`config.mk`:
```
export PLATFORM = sky130hd
export DESIGN_NAME = kcst_upd
export DESIGN_NICKNAME = d
export VERILOG_FILES = /design/src/hw/rtl/kcst_pkg.sv /design/src/hw/rtl/kcst_upd.sv
export SDC_FILE = /design/constraint.sdc
export NUM_CORES = 1
export LEC_CHECK = 0
export BUFFER_PORTS_ARGS = -buffer_cell sky130_fd_sc_hd__buf_2
export CORE_AREA = 10 10 719 721
export DETAILED_ROUTE_END_ITERATION = 12
export DIE_AREA = 0 0 729 731
export PLACE_DENSITY = 0.3
export SYNTH_ARGS = -nofsm -noshare
export SYNTH_HDL_FRONTEND = slang
export SYNTH_SLANG_ARGS = --single-unit
```
`constraint.sdc`:
```
create_clock -name vclk -period 15.5
set_input_delay 1.55 -clock vclk [all_inputs]
set_output_delay 1.55 -clock vclk [all_outputs]
set_load 0.03 [all_outputs]
```
`src/hw/rtl/kcst_pkg.sv`:
```
// ----------------------------------------------------------------------------
// kcst_pkg
// shared types and constants of the keyed capture statistics table
// ----------------------------------------------------------------------------
package kcst_pkg;

  localparam int MAX_RECORDS = 64;
  localparam int IDX_W       = (MAX_RECORDS > 1) ? $clog2(MAX_RECORDS) : 1;
  localparam int CNT_W       = $clog2(MAX_RECORDS + 1);
  localparam int N_KINDS     = 3;
  localparam int N_WORDS     = 12;

  localparam logic [2:0] BIND_ROOT   = 3'h1;
  localparam logic [2:0] BIND_PUSHED = 3'h2;
  localparam logic [2:0] BIND_TABLE  = 3'h4;

  typedef enum logic [2:0] {
    MODE_START    = 3'd0,
    MODE_ACCUM    = 3'd1,
    MODE_PRESENT  = 3'd2,
    MODE_OVERFLOW = 3'd3,
    MODE_STOP     = 3'd4,
    MODE_CLEAR    = 3'd5,
    MODE_READ     = 3'd6,
    MODE_UNUSED   = 3'd7
  } mode_t;

  typedef enum logic [1:0] {
    PH_IDLE      = 2'd0,
    PH_CAPTURING = 2'd1,
    PH_CAPTURED  = 2'd2,
    PH_INVALID   = 2'd3
  } phase_t;

  // one table row
  typedef struct packed {
    logic [63:0]              key;
    logic [31:0]              tag;
    logic [2:0]               seen;
    logic [2:0]               changed;
    logic [63:0]              first_fr;
    logic [63:0]              last_fr;
    logic [63:0]              cmd_total;
    logic [63:0]              sub_count;
    logic [N_KINDS-1:0][63:0] fp_first;
    logic [N_KINDS-1:0][63:0] fp_last;
  } rec_t;

  localparam int REC_W = $bits(rec_t);

  // accumulate request fields that the row update needs
  typedef struct packed {
    logic [63:0]              key;
    logic [63:0]              frame;
    logic [31:0]              tag;
    logic [31:0]              cmd;
    logic [2:0]               seen;
    logic [N_KINDS-1:0][63:0] fp;
  } acc_t;

endpackage

```
`src/hw/rtl/kcst_upd.sv`:
```
// ----------------------------------------------------------------------------
// kcst_upd
// builds the written-back row of an accumulate request
// ----------------------------------------------------------------------------
module kcst_upd (
  input  kcst_pkg::rec_t old_row,
  input  logic           create,
  input  kcst_pkg::acc_t acc,
  output kcst_pkg::rec_t new_row
);

  kcst_pkg::rec_t base;

  always_comb begin
    if (create) begin
      base          = '0;
      base.key      = acc.key;
      base.tag      = acc.tag;
      base.first_fr = acc.frame;
    end else begin
      base = old_row;
    end
  end

  always_comb begin
    new_row           = base;
    new_row.cmd_total = base.cmd_total + {32'd0, acc.cmd};
    new_row.sub_count = base.sub_count + 64'd1;
    new_row.last_fr   = acc.frame;
    for (int k = 0; k < kcst_pkg::N_KINDS; k++) begin
      if (acc.seen[k]) begin
        if (!base.seen[k]) begin
          new_row.fp_first[k] = acc.fp[k];
          new_row.changed[k]  = 1'b0;
        end else if (base.fp_last[k] != acc.fp[k]) begin
          new_row.changed[k] = 1'b1;
        end
        new_row.fp_last[k] = acc.fp[k];
      end
    end
    new_row.seen = base.seen | acc.seen;
  end

endmodule

```
# Word-level counts from Yosys, hierarchy flattened
# Cells that the tools add are included.
# W data, S select, Z words.
# totals
ff_bits	0
inputBits	1130
# classes
n_addsub	2
n_eq_ne	3
mux	19
n_bitwise	1
# ops
cell	count
$mux W742	1
$mux W64	9
$ne A64 B64 Y1	3
$add A64 B1 Y64 const B	1
$add A64 B32 Y64	1
$mux W1	9
$or A3 B3 Y3	1

# Logic depth before layout (Yosys ltp)
# Gate-level depths: netlist (run 1).
# logic_depth
word_depth	5
mapped_depth	19

# Least setup slack after synthesis (run 1)
# No wires, ideal clock.
# synth_timing
path_type	input -> output
start	input create
end	output new_row[503] (netlist name)
arrival_ns	5.847
required_ns	13.950
path_slack_ns	8.103
cell_stages	18
path_buffers	8
cell_sequence	buf_2 buf_2 buf_2 buf_1 clkbuf_1 clkbuf_1 clkbuf_1 nor2b_1 ha_1 clkbuf_1 and4_1 and2_1 a221oi_1 a21oi_1 o31ai_2 or3_1 nor3_1 xnor2_1
# synth_lines
element	line_no	rtl
start: declaration	kcst_upd.sv:7	input logic create,
end: declaration	kcst_upd.sv:9	output kcst_pkg::rec_t new_row

==> results of run 1 <==
stage by stage:
stage / power (mW) / hold slack, ns
4_1_cts: 1.437 / 3.374
6_report: 1.404 / 3.375
2_1_floorplan: 0.6532 / 3.232
3_3_place_gp: 1.435 / 3.374
3_5_place_dp: 1.431 / 3.374
5_1_grt: 1.468 / 3.378
cell usage after synthesis (all sizes together) (54+ instances only):
cell type	n	area, um2
a21oi	54	270.3
a22o	184	1612
a31oi	85	531.8
buf	113	691.9
clkbuf	119	447.9
inv	57	214.0
mux2	160	1802
nand2	471	1768
nand3b	194	1456
nor2	244	915.9
nor2b	65	406.6
nor3	69	367.9
o21ai	71	355.3
o32ai	76	665.6
xnor2	146	1279
power groups by stage:
stage | Combinational [mW] | Clock [mW] | Sequential [mW]
after floorplan | 0.653 | 0 | 0
after global placement | 1.43 | 0 | 0
after detailed placement | 1.43 | 0 | 0
after CTS | 1.44 | 0 | 0
after global routing | 1.47 | 0.000000655 | 0
final | 1.40 | 0.00000197 | 0
final timing paths:
kind,from,to,cells after the start
max,create,new_row[640],12
min,acc[307],new_row[560],2
cell families (layout without fill, tap and decap cells):
group,Yosys count,count (layout)
AOI/OAI and AO/OA,550,550
xor gates and xnor gates,184,184
adders and majority gates,34,34
buffers and inverters,289,1901
muxes,160,160
other,0,258
and+or+nand+nor,1289,1289
layout make-up:
class | count | area share (%)
Antenna cell | 258 | 1.943
Inverter | 57 | 0.6440
Timing Repair Buffer | 1844 | 28.13
Tap cell | 6706 | 25.26
Multi-Input combinational cell | 2217 | 44.02
metal layers:
| metal | global-route usage [%] | wire length [um] | vias up |
|---|---|---|---|
| met4 | 2.062 | 11550 | 324 |
| met5 | 0.6854 | 2166 | - |
| met2 | 28.20 | 216700 | 2402 |
| li1 | - | - | 12663 |
| met3 | 9.508 | 64230 | 1070 |
| met1 | 17.70 | 167400 | 14424 |
==> summary.txt, run 1 <==
Status -> completed
DIE AREA -> 532900 um2
VDD IR-drop max -> 20.10 uV
Final setup violation count -> 0
Simple logic cell fraction of the synthesized area -> 41.71%
Family with the most delay on the worst path -> buffers and inverters
Post-CTS sizing -> 0
Initial Util -> 3.157%
Most common cell on crit path -> buf_4
Worst path slowest cell -> o32ai_1
Post-Synthesis Cells -> 2506
Compound-Gate Fraction of Synth Area -> 25.56%
Register area share after synthesis -> 0%
Setup TNS -> 0 ns
Dpl cells -> 10824
DRT Pass-1 Iters -> 7
Fin. Hold Viols -> 0
Routed Antenna Nets -> 0
Share of layout cells above drive strength 1 -> 49.39%
Standard-cell rows -> 261
Post-Route Utilization -> 6.602%
Detailed Route Iter0 Violations -> 2501
Worst slew pin tran -> 1.174 ns
Via count -> 30883
Syn Area/Cell -> 6.340 um2
Flip-flop and latch count -> 0
RSZ-0062 raised after global routing -> no
Worst path required time -> 13.95 ns
Multiplexer share of the synthesized area -> 11.34%
Routed length per placed instance -> 41.69 um
RePlAce Congestion -> 0.9668
Post-Synth XOR/XNOR Area -> 10.14%
Worst min-delay path class -> input port to primary output
Die outline height -> 731 um
Core ar. -> 503200 um2
Cell breakdown of the critical path -> buf_8 > buf_4 > buf_4 > buf_4 > nor2_1 > o32ai_1 > nand4_1 > or4_1 > o41ai_2 > buf_4 > a21oi_1 > buf_2
Drt via density -> 2.787
DRC viols -> 0
Initial antenna violation count -> 580
Biggest cell delay along the critical path -> 0.82 ns
Vias in the first global route -> 27566
Most common cell after layout, fill and taps aside -> buf_2
Tcrit/Tclk final -> 53.21%
Min Clock Period, post-route -> 8.247 ns
Clock share of power -> 0%
Syn. warnings -> 0
Relative slew slack -> 20.93%
P_int -> 375.5 uW
Worst Setup End Kind -> primary output
WL final -> 462000 um
Max cap viols -> 0
Die width -> 729 um
Buf/Inv on CP -> 6
Multi-input gate area -> 14630 um2
Placed instance area -> 32580 um2
Largest net degree at the start of global routing -> 133
Setup bufs post-CTS -> 0
Global-route wire length before repair -> 523100 um
Final HPWL from detailed placement -> 440200 um
Synth cell types -> 69
CP max FO -> 77
Filler Cells Inserted -> 60054
Worst Setup Slack, final -> 7.253 ns
Register area -> 0 um2
Combinational power share -> 100.0%
Fin area -> 33220 um2
Adder-cell share of the synthesized area -> 2.725%
Seq pwr share -> 0%
Area delta synth->final -> 109.1%
Non-Filler Instances -> 11082
Syn nets -> 3670
Final Max Slew Viols -> 0
CTS Hold Bufs -> 0
Switching part of the total -> 73.25%
Startpoint types -> input port
Setup Crit Path Kind -> input port to primary output
Post-synthesis cell area -> 15890 um2
Power Dens Cells -> 42.25 nW/um2
Arr. time, crit path -> 6.70 ns
Clock buf count -> 0
Top Ports -> 1872
Worst slack, placed -> 7.163 ns
Leak -> 13.36 nW
Largest family of logic cells by synthesized area -> simple AND/OR/NAND/NOR gates
Most frequent cells in the layout -> buf_2 (1805), nand2_1 (468), nor2_1 (241)
Port bufs -> 1808
Total grt overflow -> 0
Fmax achieved -> 121.3 MHz
GRT Resource Usage Total -> 16.36%
Fin nets -> 5284
Switching Power -> 1.028 mW
(Power assumes the default switching activity.)
==> run 2: changes to the inputs <==
- CORE_AREA: 10 10 719 721 -> 10 10 717 719
- DIE_AREA: 0 0 729 731 -> 0 0 727 729
- clock period: 15.5 -> 6.7 ns (I/O delays scaled with it)
==> run 2 against run 1 <==
Cell count up 0.16%; die area down 0.55%; combinational power increased by 130%; non-clock buffer count increased by 13; critical path depth up 1; count of clock-buffer cells in the layout is the same; via count up 2.5%; utilization increased by 0.094 points.
==> summary.txt, run 2 (same netlist as run 1, synthesis figures left out) <==
Worst Setup Slack, final -> 1.141 ns (was 7.253 ns)
Status -> completed (unchanged)
RSZ-0062 raised after global routing -> no (unchanged)
Most common cell after layout, fill and taps aside -> buf_2 (unchanged)
Initial Util -> 3.180% (was 3.157%)
Fin. Hold Viols -> 0 (unchanged)
Flip-flop and latch count -> 0 (unchanged)
Final Max Slew Viols -> 0 (unchanged)
Routed Antenna Nets -> 0 (unchanged)
Relative slew slack -> 31.40% (was 20.93%)
GRT Resource Usage Total -> 16.45% (was 16.36%)
CP max FO -> 81 (was 77)
Placed instance area -> 32730 um2 (was 32580 um2)
VDD IR-drop max -> 37.77 uV (was 20.10 uV)
Post-Route Utilization -> 6.695% (was 6.602%)
Largest net degree at the start of global routing -> 137 (was 133)
Final setup violation count -> 0 (unchanged)
Setup Crit Path Kind -> input port to primary output (unchanged)
Via count -> 31667 (was 30883)
Post-CTS sizing -> 0 (unchanged)
Worst hold slack -> 1.610 ns (was 3.375 ns)
Worst path required time -> 6.03 ns (was 13.95 ns)
Final HPWL from detailed placement -> 440400 um (was 440200 um)
Filler Cells Inserted -> 59876 (was 60054)
WHS Path Cells -> 2 (unchanged)
Setup TNS -> 0 ns (unchanged)
Die outline height -> 729 um (was 731 um)
Core ar. -> 499700 um2 (was 503200 um2)
Leak -> 13.46 nW (was 13.36 nW)
Most frequent cells in the layout -> buf_2 (1805), nand2_1 (468), nor2_1 (241) (unchanged)
Top Ports -> 1872 (unchanged)
Routed length per placed instance -> 41.61 um (was 41.69 um)
Worst slew pin tran -> 1.029 ns (was 1.174 ns)
CTS Hold Bufs -> 0 (unchanged)
Vias in the first global route -> 27076 (was 27566)
Clock buf count -> 0 (unchanged)
Initial antenna violation count -> 672 (was 580)
Worst slack, placed -> 1.251 ns (was 7.163 ns)
Fin area -> 33450 um2 (was 33220 um2)
Arr. time, crit path -> 4.89 ns (was 6.70 ns)
Die width -> 727 um (was 729 um)
Worst Setup End Kind -> primary output (unchanged)
Share of layout cells above drive strength 1 -> 49.58% (was 49.39%)
Detailed Route Iter0 Violations -> 3207 (was 2501)
DIE AREA -> 530000 um2 (was 532900 um2)
Drt via density -> 2.853 (was 2.787)
DRC viols -> 0 (unchanged)
Setup bufs post-CTS -> 0 (unchanged)
Fin nets -> 5297 (was 5284)
Global-route wire length before repair -> 523400 um (was 523100 um)
Min Clock Period, post-route -> 5.559 ns
Register area -> 0 um2 (unchanged)
Total grt overflow -> 0 (unchanged)
RePlAce Congestion -> 0.9398 (was 0.9668)
Standard-cell rows -> 260 (was 261)
Power Dens Cells -> 95.40 nW/um2 (was 42.25 nW/um2)
Port bufs -> 1808 (unchanged)
Startpoint types -> input port (unchanged)
Fmax achieved -> 179.9 MHz
Tcrit/Tclk final -> 82.97%
WL final -> 461900 um (was 462000 um)
Max cap viols -> 0 (unchanged)
Worst min-delay path class -> input port to primary output (unchanged)
DRT Pass-1 Iters -> 5 (was 7)
Area delta synth->final -> 110.6% (was 109.1%)
==> run 2: cell types whose count changed in the layout (fill, tap and decap cells not counted), moves of 2 or more <==
cell     change
diode_2     +30
buf_4        +6
o32ai_1      -2
buf_12       +7
o32ai_2      +3
==> run 2: worst max-delay path, cell delays in order <==
cell	delay, ns
buf_8	0.40
nor2b_1	0.11
ha_1	0.25
fa_1	0.46
a211oi_1	0.25
nor2_1	0.12
a31oi_1	0.51
a21oi_1	0.21
o2111a_1	0.32
o211ai_1	0.43
nor3_1	0.14
xnor2_1	0.37
buf_2	0.49
==> run 2: cell type report <==
type               instances  area (um2)  share of cell area [%]
multi-input cells       2217       14630                   43.73
diodes                   288       720.7                   2.154
inverters                 57       214.0                  0.6395
repair buffers          1857        9532                   28.49
well taps               6681        8359                   24.99
==> run 2: power by group <==
group	total, mW	internal, mW	switching [mW]
clock	0.00000632	0.00000632	0
combinational	3.19	0.881	2.31
sequential	0	0	0
total	3.19	0.881	2.31
==> run 2: worst paths after layout <==
kind / from / end / slack [ns]
setup / recovery: create / new_row[500] / 1.14
hold / removal: acc[303] / new_row[556] / 1.61
==> run 2: per-layer routing <==
layer,vias to the layer above,wire (um),global-route usage [%],share of wire (%)
met1,14625,155300,16.43,34
met5,-,2826,0,0.61
met2,2682,219600,28.37,48
met4,404,14800,3.479,3.2
met3,1234,69360,11.04,15
li1,12722,-,-,-
==> run 2: through the flow <==
| step | total power, mW | instances |
|---|---|---|
| final | 3.191 | 11100 |
| after floorplan | 1.511 | 2506 |
| after CTS | 3.272 | 10812 |
| after detailed placement | 3.260 | 10812 |
| after global routing | 3.356 | 10955 |
| after global placement | 3.267 | 10812 |
