## config.mk

```make
export PLATFORM = sky130hd
export DESIGN_NAME = kcst_ram
export DESIGN_NICKNAME = d
export VERILOG_FILES = /design/src/hw/rtl/kcst_ram.sv
export SDC_FILE = /design/constraint.sdc
export NUM_CORES = 1
export LEC_CHECK = 0
export ABC_AREA = 1
export BUFFER_PORTS_ARGS = -buffer_cell sky130_fd_sc_hd__buf_4
export CORE_ASPECT_RATIO = 0.5
export CORE_MARGIN = 10
export CORE_UTILIZATION = 60
export CTS_BUF_LIST = sky130_fd_sc_hd__clkbuf_8 sky130_fd_sc_hd__clkbuf_16
export CTS_CLUSTER_DIAMETER = 50
export DETAILED_ROUTE_END_ITERATION = 12
export PLACE_DENSITY = 0.74
export SYNTH_ARGS = -nofsm -noshare
export SYNTH_HDL_FRONTEND = slang
export SYNTH_SLANG_ARGS = --single-unit
```

## constraint.sdc

```tcl
create_clock -name clk -period 2.2 [get_ports clk]
set_input_delay 0.44 -clock clk [delete_from_list [all_inputs] [get_ports clk]]
set_output_delay 0.44 -clock clk [all_outputs]
set_load 0.01 [all_outputs]
```

## src/hw/rtl/kcst_ram.sv

```systemverilog
// ----------------------------------------------------------------------------
// kcst_ram
// simple dual port synchronous ram, one write and one registered read port
// ----------------------------------------------------------------------------
module kcst_ram #(
  parameter int WIDTH = 8,
  parameter int DEPTH = 16,
  parameter int AW    = 4
) (
  input  logic             clk,
  input  logic             we,
  input  logic [AW-1:0]    waddr,
  input  logic [WIDTH-1:0] wdata,
  input  logic             re,
  input  logic [AW-1:0]    raddr,
  output logic [WIDTH-1:0] rdata
);

  logic [WIDTH-1:0] mem [DEPTH];

  always_ff @(posedge clk) begin
    if (we) begin
      mem[waddr] <= wdata;
    end
    if (re) begin
      rdata <= mem[raddr];
    end
  end

endmodule

```

# After elaboration in Yosys (flattened, before gate mapping)
# Memory sizes are Yosys's and may differ from the RTL's. A register that Yosys moved wholly into a read port is not among the register bits.
# Index checks and enable logic that the tools add are counted.
op_classes:
  n_mul: 0
  add_sub_neg: 0
  reduce_logical: 0
  n_mux: 2
  magnitude_cmp: 0
  bitwise_logic: 0
  div_mod_pow: 0
  shifts: 0
  n_eq_ne: 0
ops:
  columns: ["operator", "n"]
  rows:
  - ["two-way mux 1 bit", 2]
word_totals:
  register_bits: 0
  latch_bits: 0
  memories: 1
  mem_bits_rw: 128
  romBits: 0
mem_list:
  columns: ["name", "words", "width", "read_ports", "rd_clocked_by_memory_dff", "write_ports", "line_no", "rtl"]
  rows:
  - ["mem", 16, 8, 1, 1, 1, "19", "logic [WIDTH-1:0] mem [DEPTH];"]

# Depth between registers and ports, before layout
# Gate-level depths: netlist (run 1).
depth:
  depth_word: 2
  mapped_depth: 8
  ltp_nobuf: 7

# Worst setup path after synthesis (run 1)
# No wires, ideal clock.
synth_timing:
  path_kind: "input to register"
  startpoint: "input port waddr[2]"
  endpoint: "memory mem[10][0], enable pin"
  path_buffers: 0
  path_slack_ps: 809
  t_arrival_ps: 1021
  path_stages: 2
  setup_ps: 370
  cell_sequence: "nand3b_1 > nor2_1"
synth_lines:
  columns: ["item", "line_no", "rtl"]
  rows:
  - ["start, declared", "12", "input logic [AW-1:0] waddr,"]
  - ["end, declared", "19", null]
# No word-level cell before the write port.

==> metrics.txt, run 1 <==
# TYPE chip_impl_metric gauge
chip_impl_info{name="outcome",value="completed"} 1
chip_impl_metric{name="post_cts_resized",unit=""} 0
chip_impl_metric{name="drt-vias-per-instance",unit=""} 5.39
chip_impl_info{name="top_layer",value="met4"} 1
chip_impl_metric{name="route.detailed.drc",unit=""} 0
chip_impl_metric{name="detail-route-antenna-nets",unit=""} 0
chip_impl_metric{name="die-height",unit="um"} 89.8
chip_impl_metric{name="grt_usage",unit="%"} 19.4
chip_impl_info{name="worstHoldPathType",value="in -> reg"} 1
chip_impl_metric{name="layoutNonFillerInstCount",unit=""} 740
chip_impl_metric{name="place.detailed.instances",unit=""} 708
chip_impl_metric{name="antenna_found_initial",unit=""} 0
chip_impl_metric{name="cp_max_fo",unit=""} 27
chip_impl_metric{name="fin_tns_setup",unit="ns"} 0
chip_impl_metric{name="placeableCoreArea",unit="um^2"} 9480
chip_impl_metric{name="postPlaceCellArea",unit="um^2"} 6210
chip_impl_metric{name="syn-instance-count",unit=""} 551
chip_impl_metric{name="cts_max_level",unit=""} 4
chip_impl_info{name="cell_type_of_the_slowest_stage_on_the_worst_timing_path",value="buf_4"} 1
chip_impl_metric{name="quantity_of_hold_fixing_buffers_added_after_cts",unit=""} 0
chip_impl_metric{name="globalplace.congestion",unit=""} 0.845
chip_impl_metric{name="timing.critical_path.required",unit="ns"} 2.37
chip_impl_metric{name="crit_path_max_incr_delay",unit="ns"} 0.34
chip_impl_metric{name="fp-row-count",unit=""} 25
chip_impl_info{name="most-common-layout-cells",value="nand2_1 (173), edfxtp_1 (136), inv_1 (103)"} 1
chip_impl_metric{name="cts_made_buffers",unit=""} 17
chip_impl_metric{name="design.die.area",unit="um^2"} 14300
chip_impl_metric{name="totalWireLength",unit="mm"} 13.3
chip_impl_info{name="critical_path.endpoint_type",value="register"} 1
chip_impl_metric{name="drt_pass1_iterations",unit=""} 8
chip_impl_info{name="worst_path_most_repeated_cell",value="nand3_1"} 1
chip_impl_info{name="root_buffer",value="clkbuf_16"} 1
chip_impl_metric{name="place.port_buffers",unit=""} 26
chip_impl_metric{name="fillCellCount",unit=""} 645
chip_impl_metric{name="finish.utilization",unit="%"} 71.5
chip_impl_metric{name="ioPinCount",unit=""} 27
chip_impl_metric{name="synth_nets",unit=""} 570
chip_impl_metric{name="avgRoutedWirePerCell",unit="um"} 18.0
chip_impl_metric{name="finalCriticalPeriod",unit="ns"} 1.44
chip_impl_metric{name="cts.sinks",unit=""} 136
chip_impl_metric{name="global_route.overflow_total",unit=""} 0
chip_impl_metric{name="cts_post_setup_buffers_inserted",unit=""} 0
chip_impl_metric{name="hold_violations",unit=""} 0
chip_impl_metric{name="dr_total_vias",unit=""} 3987
chip_impl_metric{name="clock_skew",unit="ns"} 0.00699
chip_impl_metric{name="first_global_vias",unit=""} 3789
chip_impl_metric{name="report.final.slew_viol_count",unit=""} 0
chip_impl_metric{name="grt_first_pass_wirelength",unit="mm"} 21.4
chip_impl_info{name="cp-start-kind",value="primary input"} 1
chip_impl_metric{name="dp_hpwl",unit="mm"} 8.13
chip_impl_info{name="cts_tree",value="built"} 1
chip_impl_metric{name="power_density",unit="nW/um^2"} 891
chip_impl_metric{name="max-cap-violations",unit=""} 0
chip_impl_metric{name="clk_latency",unit="ns"} 0.41
chip_impl_info{name="timing.critical_path.max_delay_family",value="simple AND/OR/NAND/NOR gates"} 1
chip_impl_metric{name="post-route-period-util",unit="%"} 65.5
chip_impl_info{name="most_frequent_standard_cell_in_the_layout_excluding_fill_and_tap_cells",value="nand2_1"} 1
chip_impl_metric{name="final.setup.worst_slack",unit="ns"} 0.759
chip_impl_metric{name="grt_max_degree",unit=""} 65
chip_impl_metric{name="max-clock-path-buffers",unit=""} 2
chip_impl_metric{name="initial_utilization",unit="%"} 61.7
chip_impl_metric{name="crit_arrival",unit="ns"} 1.61
chip_impl_metric{name="ys_seq_area_share",unit="%"} 69.8
chip_impl_metric{name="routed-wl-met3",unit="mm"} 1.15
chip_impl_metric{name="power_leakage",unit="nW"} 2.95
chip_impl_metric{name="synth_cell_type_count",unit=""} 11
chip_impl_metric{name="nNetsFinal",unit=""} 611
chip_impl_metric{name="wire_length_on_met2",unit="mm"} 6.15
chip_impl_metric{name="ir_worst_vdd",unit="V"} 0.000577
chip_impl_metric{name="post-place-ws",unit="ns"} 0.365
chip_impl_metric{name="wl_met1",unit="mm"} 5.82
chip_impl_metric{name="maxSlewHeadroom",unit="%"} 57.1
chip_impl_metric{name="timing.fmax",unit="GHz"} 0.694
chip_impl_metric{name="stdcell_area",unit="um^2"} 6780
chip_impl_metric{name="syn_area",unit="um^2"} 5850
chip_impl_metric{name="worst_pin_slew",unit="ns"} 0.643
chip_impl_metric{name="synth-warning-count",unit=""} 0
chip_impl_metric{name="insertedDiodeCount",unit=""} 0
chip_impl_metric{name="ys_ff_latch",unit=""} 136
chip_impl_metric{name="first_iter_violations",unit=""} 539
chip_impl_info{name="critPathKind",value="in -> reg"} 1
chip_impl_metric{name="path_clk_slew",unit="ns"} 0.06
chip_impl_metric{name="final_layout_size_suffix_gt1_share",unit="%"} 12.1
chip_impl_metric{name="setup_viol_count_final",unit=""} 0
chip_impl_info{name="rsz0062_at_grt",value="no"} 1
chip_impl_info{name="crit_chain",value="buf_4 -> buf_4 -> nand2_1 -> nand3_1 -> nand3_1 -> nand3_1 -> nand2_1"} 1
chip_impl_metric{name="post_synth.cell_area_avg",unit="um^2"} 10.6
chip_impl_metric{name="chipWidth",unit="um"} 160
chip_impl_metric{name="area_growth",unit="%"} 15.9
chip_impl_metric{name="timing.critical_path.buf_inv",unit=""} 2
==> area by class of cell <==
class	count	area, um^2	share of cell area, %
well taps	135	169	2.49
flip-flops and latches	136	4080	60.3
multi-input cells	289	1210	17.9
repair buffers	46	358	5.28
clock inverters	15	144	2.12
clock buffers	17	425	6.28
inverters	102	383	5.65
==> state kept, by name, indices dropped and copies added (netlist names) <==
register and cells:
mem 128, rdata 8
==> worst paths after layout <==
path / start / end / slack [ns] / depth (start not counted)
max: raddr[0] / rdata[5] / 0.76 / 7
min: re / rdata[3] / 0.34 / 1
max reg2reg: mem[9][4] / rdata[4] / 1.00 / 6
min reg2reg: mem[15][4] / rdata[4] / 0.75 / 6
==> power breakdown <==
part | internal [W] | total, W | switching, W
Clock | 0.00174 | 0.00273 | 0.000987
Combinational | 0.000116 | 0.000373 | 0.000257
Sequential | 0.00292 | 0.00294 | 0.0000170
==> routing by layer <==
layer,vias up,track usage (%)
met5,-,0
li1,1873,-
met3,24,4.82
met2,185,29.0
met4,0,7.21
met1,1905,26.8
==> Yosys cell counts, drive strengths merged <==
cell	count	area share, %
nand2	173	11
edfxtp	136	70
inv	102	6.5
nand3	97	8.3
buf	24	2.8
nor2	17	1.1
nand3b	2	0.26
==> cell families after synthesis <==
family        Yosys count  synth area share [%]
buf+inv               126                  9.39
simple gates          289                  20.8
flops                 136                  69.8
==> through the flow <==
step,hold slack (ns),power (W)
after floorplan,0.539,0.00320
after CTS,0.316,0.00606
after global routing,0.321,0.00623
final,0.337,0.00604
after detailed placement,0.751,0.00336
after global placement,0.728,0.00335
No activity file was read; power rests on OpenSTA's default activity.
==> run 2, diff against run 1 <==
Clock period 2.2 ns to 1.5 ns, I/O delays scaled along.
==> run 2 against run 1 <==
  * Worst setup slack worse by 0.56 ns
  * Core utilization is 1.6 points higher
  * Critical path depth is 6 lower
  * Clock skew is 0.0021 ns higher
  * Cell area is 2.2% higher
  * First-iteration DRC count is 7.6% higher
==> metrics.txt, run 2 (synthesis results as in run 1) <==
# TYPE chip_impl_metric gauge
chip_impl_info{name="outcome",value="completed"} 1
chip_impl_metric{name="power.share.sequential",unit="%"} 46.0
chip_impl_metric{name="largest_register_ffs",unit=""} 128
chip_impl_metric{name="crit_arrival",unit="ns"} 1.00
chip_impl_metric{name="dr_total_vias",unit=""} 4051
chip_impl_metric{name="final_layout_size_suffix_gt1_share",unit="%"} 13.5
chip_impl_metric{name="global_route.overflow_total",unit=""} 0
chip_impl_metric{name="clkPwrFrac",unit="%"} 47.8
chip_impl_metric{name="design.die.area",unit="um^2"} 14300
chip_impl_info{name="cell_type_of_the_slowest_stage_on_the_worst_timing_path",value="edfxtp_1"} 1
chip_impl_metric{name="power.share.combinational",unit="%"} 6.2
chip_impl_metric{name="finalPower",unit="W"} 0.00936
chip_impl_metric{name="detail-route-antenna-nets",unit=""} 0
chip_impl_metric{name="max-cap-violations",unit=""} 0
chip_impl_metric{name="final.setup.worst_slack",unit="ns"} 0.198
chip_impl_metric{name="grt_max_degree",unit=""} 47
chip_impl_metric{name="first_global_vias",unit=""} 3987
chip_impl_metric{name="maxSlewHeadroom",unit="%"} 77.9
chip_impl_metric{name="cts_post_setup_buffers_inserted",unit=""} 0
chip_impl_metric{name="finalCriticalPeriod",unit="ns"} 1.30
chip_impl_info{name="top_regs",value="mem: 128 flops, rdata: 8 flops"} 1
chip_impl_metric{name="drt-vias-per-instance",unit=""} 5.44
chip_impl_metric{name="setup_viol_count_final",unit=""} 0
chip_impl_metric{name="power.net_switching",unit="W"} 0.00197
chip_impl_metric{name="post-place-ws",unit="ns"} 0.00559
chip_impl_metric{name="quantity_of_hold_fixing_buffers_added_after_cts",unit=""} 0
chip_impl_metric{name="dp_hpwl",unit="mm"} 8.75
chip_impl_metric{name="power_leakage",unit="nW"} 3.01
chip_impl_metric{name="timing.hold.ws",unit="ns"} 0.182
chip_impl_metric{name="clock_skew",unit="ns"} 0.00910
chip_impl_metric{name="p_int",unit="W"} 0.00740
chip_impl_metric{name="nNetsFinal",unit=""} 616
chip_impl_metric{name="insertedDiodeCount",unit=""} 0
chip_impl_metric{name="report.final.slew_viol_count",unit=""} 0
chip_impl_metric{name="clk_latency",unit="ns"} 0.42
chip_impl_metric{name="ioPinCount",unit=""} 27
chip_impl_info{name="critPathKind",value="reg -> out"} 1
chip_impl_metric{name="cp_max_fo",unit=""} 1
chip_impl_info{name="cp-start-kind",value="register"} 1
chip_impl_metric{name="cts_made_buffers",unit=""} 17
chip_impl_metric{name="globalplace.congestion",unit=""} 0.898
chip_impl_metric{name="crit_path_max_incr_delay",unit="ns"} 0.41
chip_impl_metric{name="path_clk_slew",unit="ns"} 0.06
chip_impl_metric{name="power_switching_share",unit="%"} 21.0
chip_impl_metric{name="area_growth",unit="%"} 18.5
chip_impl_metric{name="power_density",unit="nW/um^2"} 1350
chip_impl_info{name="registers.top_by_ff_count",value="mem"} 1
chip_impl_info{name="crit_chain",value="buf_4"} 1
chip_impl_metric{name="cts_max_level",unit=""} 4
chip_impl_metric{name="placeableCoreArea",unit="um^2"} 9480
chip_impl_metric{name="totalWireLength",unit="mm"} 14.1
chip_impl_metric{name="chipWidth",unit="um"} 160
chip_impl_metric{name="post-route-period-util",unit="%"} 86.8
chip_impl_info{name="cts_tree",value="built"} 1
chip_impl_info{name="rsz0062_at_grt",value="no"} 1
chip_impl_info{name="most_frequent_standard_cell_in_the_layout_excluding_fill_and_tap_cells",value="nand2_1"} 1
chip_impl_metric{name="place.port_buffers",unit=""} 26
chip_impl_info{name="critical_path.endpoint_type",value="output port"} 1
chip_impl_metric{name="grt_usage",unit="%"} 20.1
chip_impl_metric{name="max-clock-path-buffers",unit=""} 2
chip_impl_metric{name="initial_utilization",unit="%"} 61.7
chip_impl_metric{name="post_cts_resized",unit=""} 0
chip_impl_metric{name="avgRoutedWirePerCell",unit="um"} 18.9
chip_impl_metric{name="route.detailed.drc",unit=""} 0
chip_impl_metric{name="cts.sinks",unit=""} 136
chip_impl_metric{name="timing.critical_path.buf_inv",unit=""} 1
chip_impl_metric{name="ir_worst_vdd",unit="V"} 0.000959
chip_impl_metric{name="drt_pass1_iterations",unit=""} 5
chip_impl_metric{name="timing.fmax",unit="GHz"} 0.768
chip_impl_metric{name="fin_tns_setup",unit="ns"} 0
chip_impl_metric{name="worst_pin_slew",unit="ns"} 0.331
chip_impl_info{name="most-common-layout-cells",value="nand2_1 (173), edfxtp_1 (136), inv_1 (101)"} 1
chip_impl_metric{name="timing.critical_path.required",unit="ns"} 1.20
chip_impl_metric{name="grt_first_pass_wirelength",unit="mm"} 22.1
chip_impl_metric{name="first_iter_violations",unit=""} 580
chip_impl_metric{name="hold_violations",unit=""} 0
chip_impl_info{name="timing.critical_path.max_delay_family",value="flip-flops"} 1
chip_impl_metric{name="antenna_found_initial",unit=""} 0
chip_impl_info{name="worstHoldPathType",value="in -> reg"} 1
chip_impl_metric{name="fp-row-count",unit=""} 25
chip_impl_metric{name="die-height",unit="um"} 89.8
chip_impl_info{name="root_buffer",value="clkbuf_16"} 1
[run 2: metrics by stage]
stage,area [um^2],util [%],std cells
2_1_floorplan,5850,-,551
3_3_place_gp,6290,66.4,713
3_5_place_dp,6290,66.4,713
4_1_cts,6930,73.1,744
5_1_grt,6930,73.1,744
6_report,6930,73.1,744
[run 2: power by group through the flow]
stage,clock [W],sequential (W),combinational (W)
after floorplan,0,0.00439,0.000300
after global placement,0,0.00438,0.000559
after detailed placement,0,0.00439,0.000573
after CTS,0.00449,0.00431,0.000579
after global routing,0.00468,0.00431,0.000634
final,0.00447,0.00431,0.000583
[run 2: final timing paths]
check             slack [ns]       start       end  cells past startpoint
hold / removal          0.18          re  rdata[5]                      1
setup / recovery        0.20    rdata[3]  rdata[3]                      1
hold reg to reg         0.76  mem[11][3]  rdata[3]                      6
setup reg to reg        0.31   mem[7][3]  rdata[3]                      6
[run 2: final cells by class]
class / count / area, um^2
clock buffer: 17 / 425
clock inverter: 14 / 208
fill: 619 / 2550
inverter: 102 / 383
multi-input combinational: 289 / 1210
sequential: 136 / 4080
tap: 135 / 169
timing repair buffer: 51 / 445
[run 2: per-layer routing]
layer | global-route usage (%) | vias to the layer above | routed length (um)
li1 | - | 1877 | -
met1 | 27.6 | 1953 | 6020
met2 | 30.9 | 203 | 6630
met3 | 4.87 | 18 | 1200
met4 | 6.75 | 0 | 191
met5 | 0 | - | 0
==> run 3, diff against run 2 <==
==> constraint.sdc (replaced) <==
create_clock -name clk -period 1.5 [get_ports clk]
set_input_delay 0.225 -clock clk [delete_from_list [all_inputs] [get_ports clk]]
set_output_delay 0.225 -clock clk [all_outputs]
set_load 0.01 [all_outputs]
==> run 3 against run 2 <==
  * Die area unchanged
  * Flip-flop and latch count unchanged
  * Sequential power about the same
  * Worst setup slack worse by 0.017 ns
  * Largest power group is now registers
  * Cell area down 0.31%
  * Hold slack worse by 0.056 ns
  * Via count down 1.2%
  * Combinational power up 2%
  * Critical path depth unchanged
==> metrics.txt, run 3 (synthesis results as in run 1) <==
# TYPE chip_impl_metric gauge
chip_impl_info{name="outcome",value="completed"} 1
chip_impl_metric{name="nNetsFinal",unit=""} 617
chip_impl_metric{name="cts_made_buffers",unit=""} 17
chip_impl_metric{name="clock_skew",unit="ns"} 0.00575
chip_impl_metric{name="grt_usage",unit="%"} 20.3
chip_impl_info{name="most_frequent_standard_cell_in_the_layout_excluding_fill_and_tap_cells",value="nand2_1"} 1
chip_impl_metric{name="first_iter_violations",unit=""} 601
chip_impl_info{name="worstHoldPathType",value="in -> reg"} 1
chip_impl_metric{name="detail-route-antenna-nets",unit=""} 0
chip_impl_metric{name="post-route-period-util",unit="%"} 87.9
chip_impl_info{name="cp-start-kind",value="register"} 1
chip_impl_info{name="critPathKind",value="reg -> out"} 1
chip_impl_metric{name="worst_pin_slew",unit="ns"} 0.360
chip_impl_metric{name="route.detailed.drc",unit=""} 0
chip_impl_metric{name="chipWidth",unit="um"} 160
chip_impl_metric{name="power_leakage",unit="nW"} 3.00
chip_impl_metric{name="place.port_buffers",unit=""} 26
chip_impl_metric{name="quantity_of_hold_fixing_buffers_added_after_cts",unit=""} 0
chip_impl_metric{name="die-height",unit="um"} 89.8
chip_impl_metric{name="layoutNonFillerInstCount",unit=""} 746
chip_impl_metric{name="area_growth",unit="%"} 18.1
chip_impl_info{name="hold_path.startpoint",value="re"} 1
chip_impl_info{name="root_buffer",value="clkbuf_16"} 1
chip_impl_metric{name="setup_viol_count_final",unit=""} 0
chip_impl_metric{name="first_global_vias",unit=""} 3915
chip_impl_metric{name="clk_latency",unit="ns"} 0.42
chip_impl_metric{name="crit_arrival",unit="ns"} 1.09
chip_impl_metric{name="timing.critical_path.required",unit="ns"} 1.27
chip_impl_metric{name="hold_violations",unit=""} 0
chip_impl_metric{name="postPlaceCellArea",unit="um^2"} 6330
chip_impl_metric{name="timing.fmax",unit="GHz"} 0.758
chip_impl_metric{name="design.die.area",unit="um^2"} 14300
chip_impl_metric{name="max-cap-violations",unit=""} 0
chip_impl_metric{name="finalPower",unit="W"} 0.00895
chip_impl_metric{name="grt_max_degree",unit=""} 45
chip_impl_metric{name="dp_hpwl",unit="mm"} 8.63
chip_impl_metric{name="crit_path_max_incr_delay",unit="ns"} 0.48
chip_impl_metric{name="drt_pass1_iterations",unit=""} 5
chip_impl_info{name="min_delay_worst_endpoint",value="rdata[2]"} 1
chip_impl_metric{name="maxSlewHeadroom",unit="%"} 76.0
chip_impl_metric{name="drt-vias-per-instance",unit=""} 5.36
chip_impl_info{name="most-common-layout-cells",value="nand2_1 (173), edfxtp_1 (136), inv_1 (100)"} 1
chip_impl_metric{name="cp_max_fo",unit=""} 1
chip_impl_metric{name="totalWireLength",unit="mm"} 14.0
chip_impl_metric{name="post-place-ws",unit="ns"} 0.0203
chip_impl_metric{name="regToRegSetupSlack",unit="ns"} 0.30
chip_impl_metric{name="final.setup.worst_slack",unit="ns"} 0.181
chip_impl_metric{name="placeableCoreArea",unit="um^2"} 9480
chip_impl_metric{name="initial_utilization",unit="%"} 61.7
chip_impl_metric{name="stdcell_area",unit="um^2"} 6910
chip_impl_info{name="registers.top_by_ff_count",value="mem"} 1
chip_impl_metric{name="ir_worst_vdd",unit="V"} 0.000870
chip_impl_metric{name="avgRoutedWirePerCell",unit="um"} 18.8
chip_impl_metric{name="cts_max_level",unit=""} 4
chip_impl_metric{name="largest_register_ffs",unit=""} 128
chip_impl_metric{name="place.detailed.instances",unit=""} 714
chip_impl_metric{name="cts_post_setup_buffers_inserted",unit=""} 0
chip_impl_metric{name="worstHoldPathCells",unit=""} 1
chip_impl_metric{name="multiInputGateArea",unit="um^2"} 1210
chip_impl_metric{name="regArea",unit="um^2"} 4080
chip_impl_metric{name="global_route.overflow_total",unit=""} 0
chip_impl_metric{name="fin_tns_setup",unit="ns"} 0
chip_impl_info{name="cell_type_of_the_slowest_stage_on_the_worst_timing_path",value="edfxtp_1"} 1
chip_impl_metric{name="path_clk_slew",unit="ns"} 0.06
chip_impl_info{name="critical_path.endpoint_type",value="output port"} 1
chip_impl_metric{name="power_density",unit="nW/um^2"} 1300
chip_impl_info{name="crit-reg2reg-launch",value="mem[9][0]"} 1
chip_impl_info{name="rsz0062_at_grt",value="no"} 1
chip_impl_metric{name="dr_total_vias",unit=""} 4002
chip_impl_metric{name="fp-row-count",unit=""} 25
chip_impl_metric{name="fillCellCount",unit=""} 635
chip_impl_info{name="timing.critical_path.max_delay_family",value="flip-flops"} 1
chip_impl_metric{name="max-clock-path-buffers",unit=""} 2
chip_impl_metric{name="antenna_found_initial",unit=""} 0
chip_impl_metric{name="globalplace.congestion",unit=""} 0.851
chip_impl_metric{name="final_layout_size_suffix_gt1_share",unit="%"} 14.1
chip_impl_metric{name="report.final.slew_viol_count",unit=""} 0
chip_impl_metric{name="worst_reg2reg_path_depth",unit=""} 6
chip_impl_info{name="cts_tree",value="built"} 1
chip_impl_metric{name="post_cts_resized",unit=""} 0
chip_impl_info{name="crit_chain",value="buf_4"} 1
chip_impl_metric{name="ioPinCount",unit=""} 27
chip_impl_metric{name="insertedDiodeCount",unit=""} 0
chip_impl_metric{name="timing.critical_path.buf_inv",unit=""} 1
chip_impl_metric{name="cts.sinks",unit=""} 136
chip_impl_metric{name="grt_first_pass_wirelength",unit="mm"} 22.3
chip_impl_info{name="top_regs",value="mem: 128 flops, rdata: 8 flops"} 1
chip_impl_info{name="critical_path.reg2reg.endpoint",value="rdata[0]"} 1
chip_impl_metric{name="finalCriticalPeriod",unit="ns"} 1.32
==> run 3: cell types whose count changed in the layout (fill, tap and decap cells not counted), sizes merged <==
cell      delta
bufinv       -3
clkinv       +2
buf          +1
clkinvlp     +1
inv          +1
==> run 3: report_power, final <==
| part | switching (W) | leakage, nW | total [W] | internal [W] |
|---|---|---|---|---|
| logic | 0.000392 | 1.48 | 0.000592 | 0.000200 |
| registers | 0.0000295 | 1.24 | 0.00431 | 0.00428 |
| clock network | 0.00160 | 0.275 | 0.00405 | 0.00245 |
==> run 3: worst max-delay path by stage <==
stage	to	start	cells after the start	slack, ns
finish	rdata[7]	rdata[7]	1	0.18
global route	rdata[7]	rdata[7]	1	0.19
CTS	rdata[7]	rdata[7]	1	0.21
detailed placement	rdata[0]	raddr[0]	8	0.02
global placement	rdata[0]	raddr[0]	8	0.03
floorplan	mem[10][0]	waddr[2]	2	0.32
==> run 3: final cells by class <==
cell class                      count  area share (%)
Clock buffer                       17            6.16
Multi-Input combinational cell    289            17.6
Timing Repair Buffer               52            6.92
Clock inverter                     15            2.23
Inverter                          102            5.54
Sequential cell                   136            59.1
Tap cell                          135            2.45
==> run 3: routing by layer <==
| metal | track usage (%) | wire length (um) | up-vias |
|---|---|---|---|
| met1 | 26.7 | 5990 | 1898 |
| met5 | 0 | 0 | - |
| met3 | 7.32 | 1460 | 16 |
| met2 | 30.7 | 6360 | 206 |
| met4 | 6.44 | 197 | 0 |
| li1 | - | - | 1882 |
==> run 3: per-stage QoR <==
step / utilization [%] / hold WS, ns
after detailed placement: 66.8 / 0.547
after global placement: 66.8 / 0.545
after global routing: 72.9 / 0.124
after CTS: 72.9 / 0.117
final: 72.9 / 0.127
after floorplan: - / 0.324
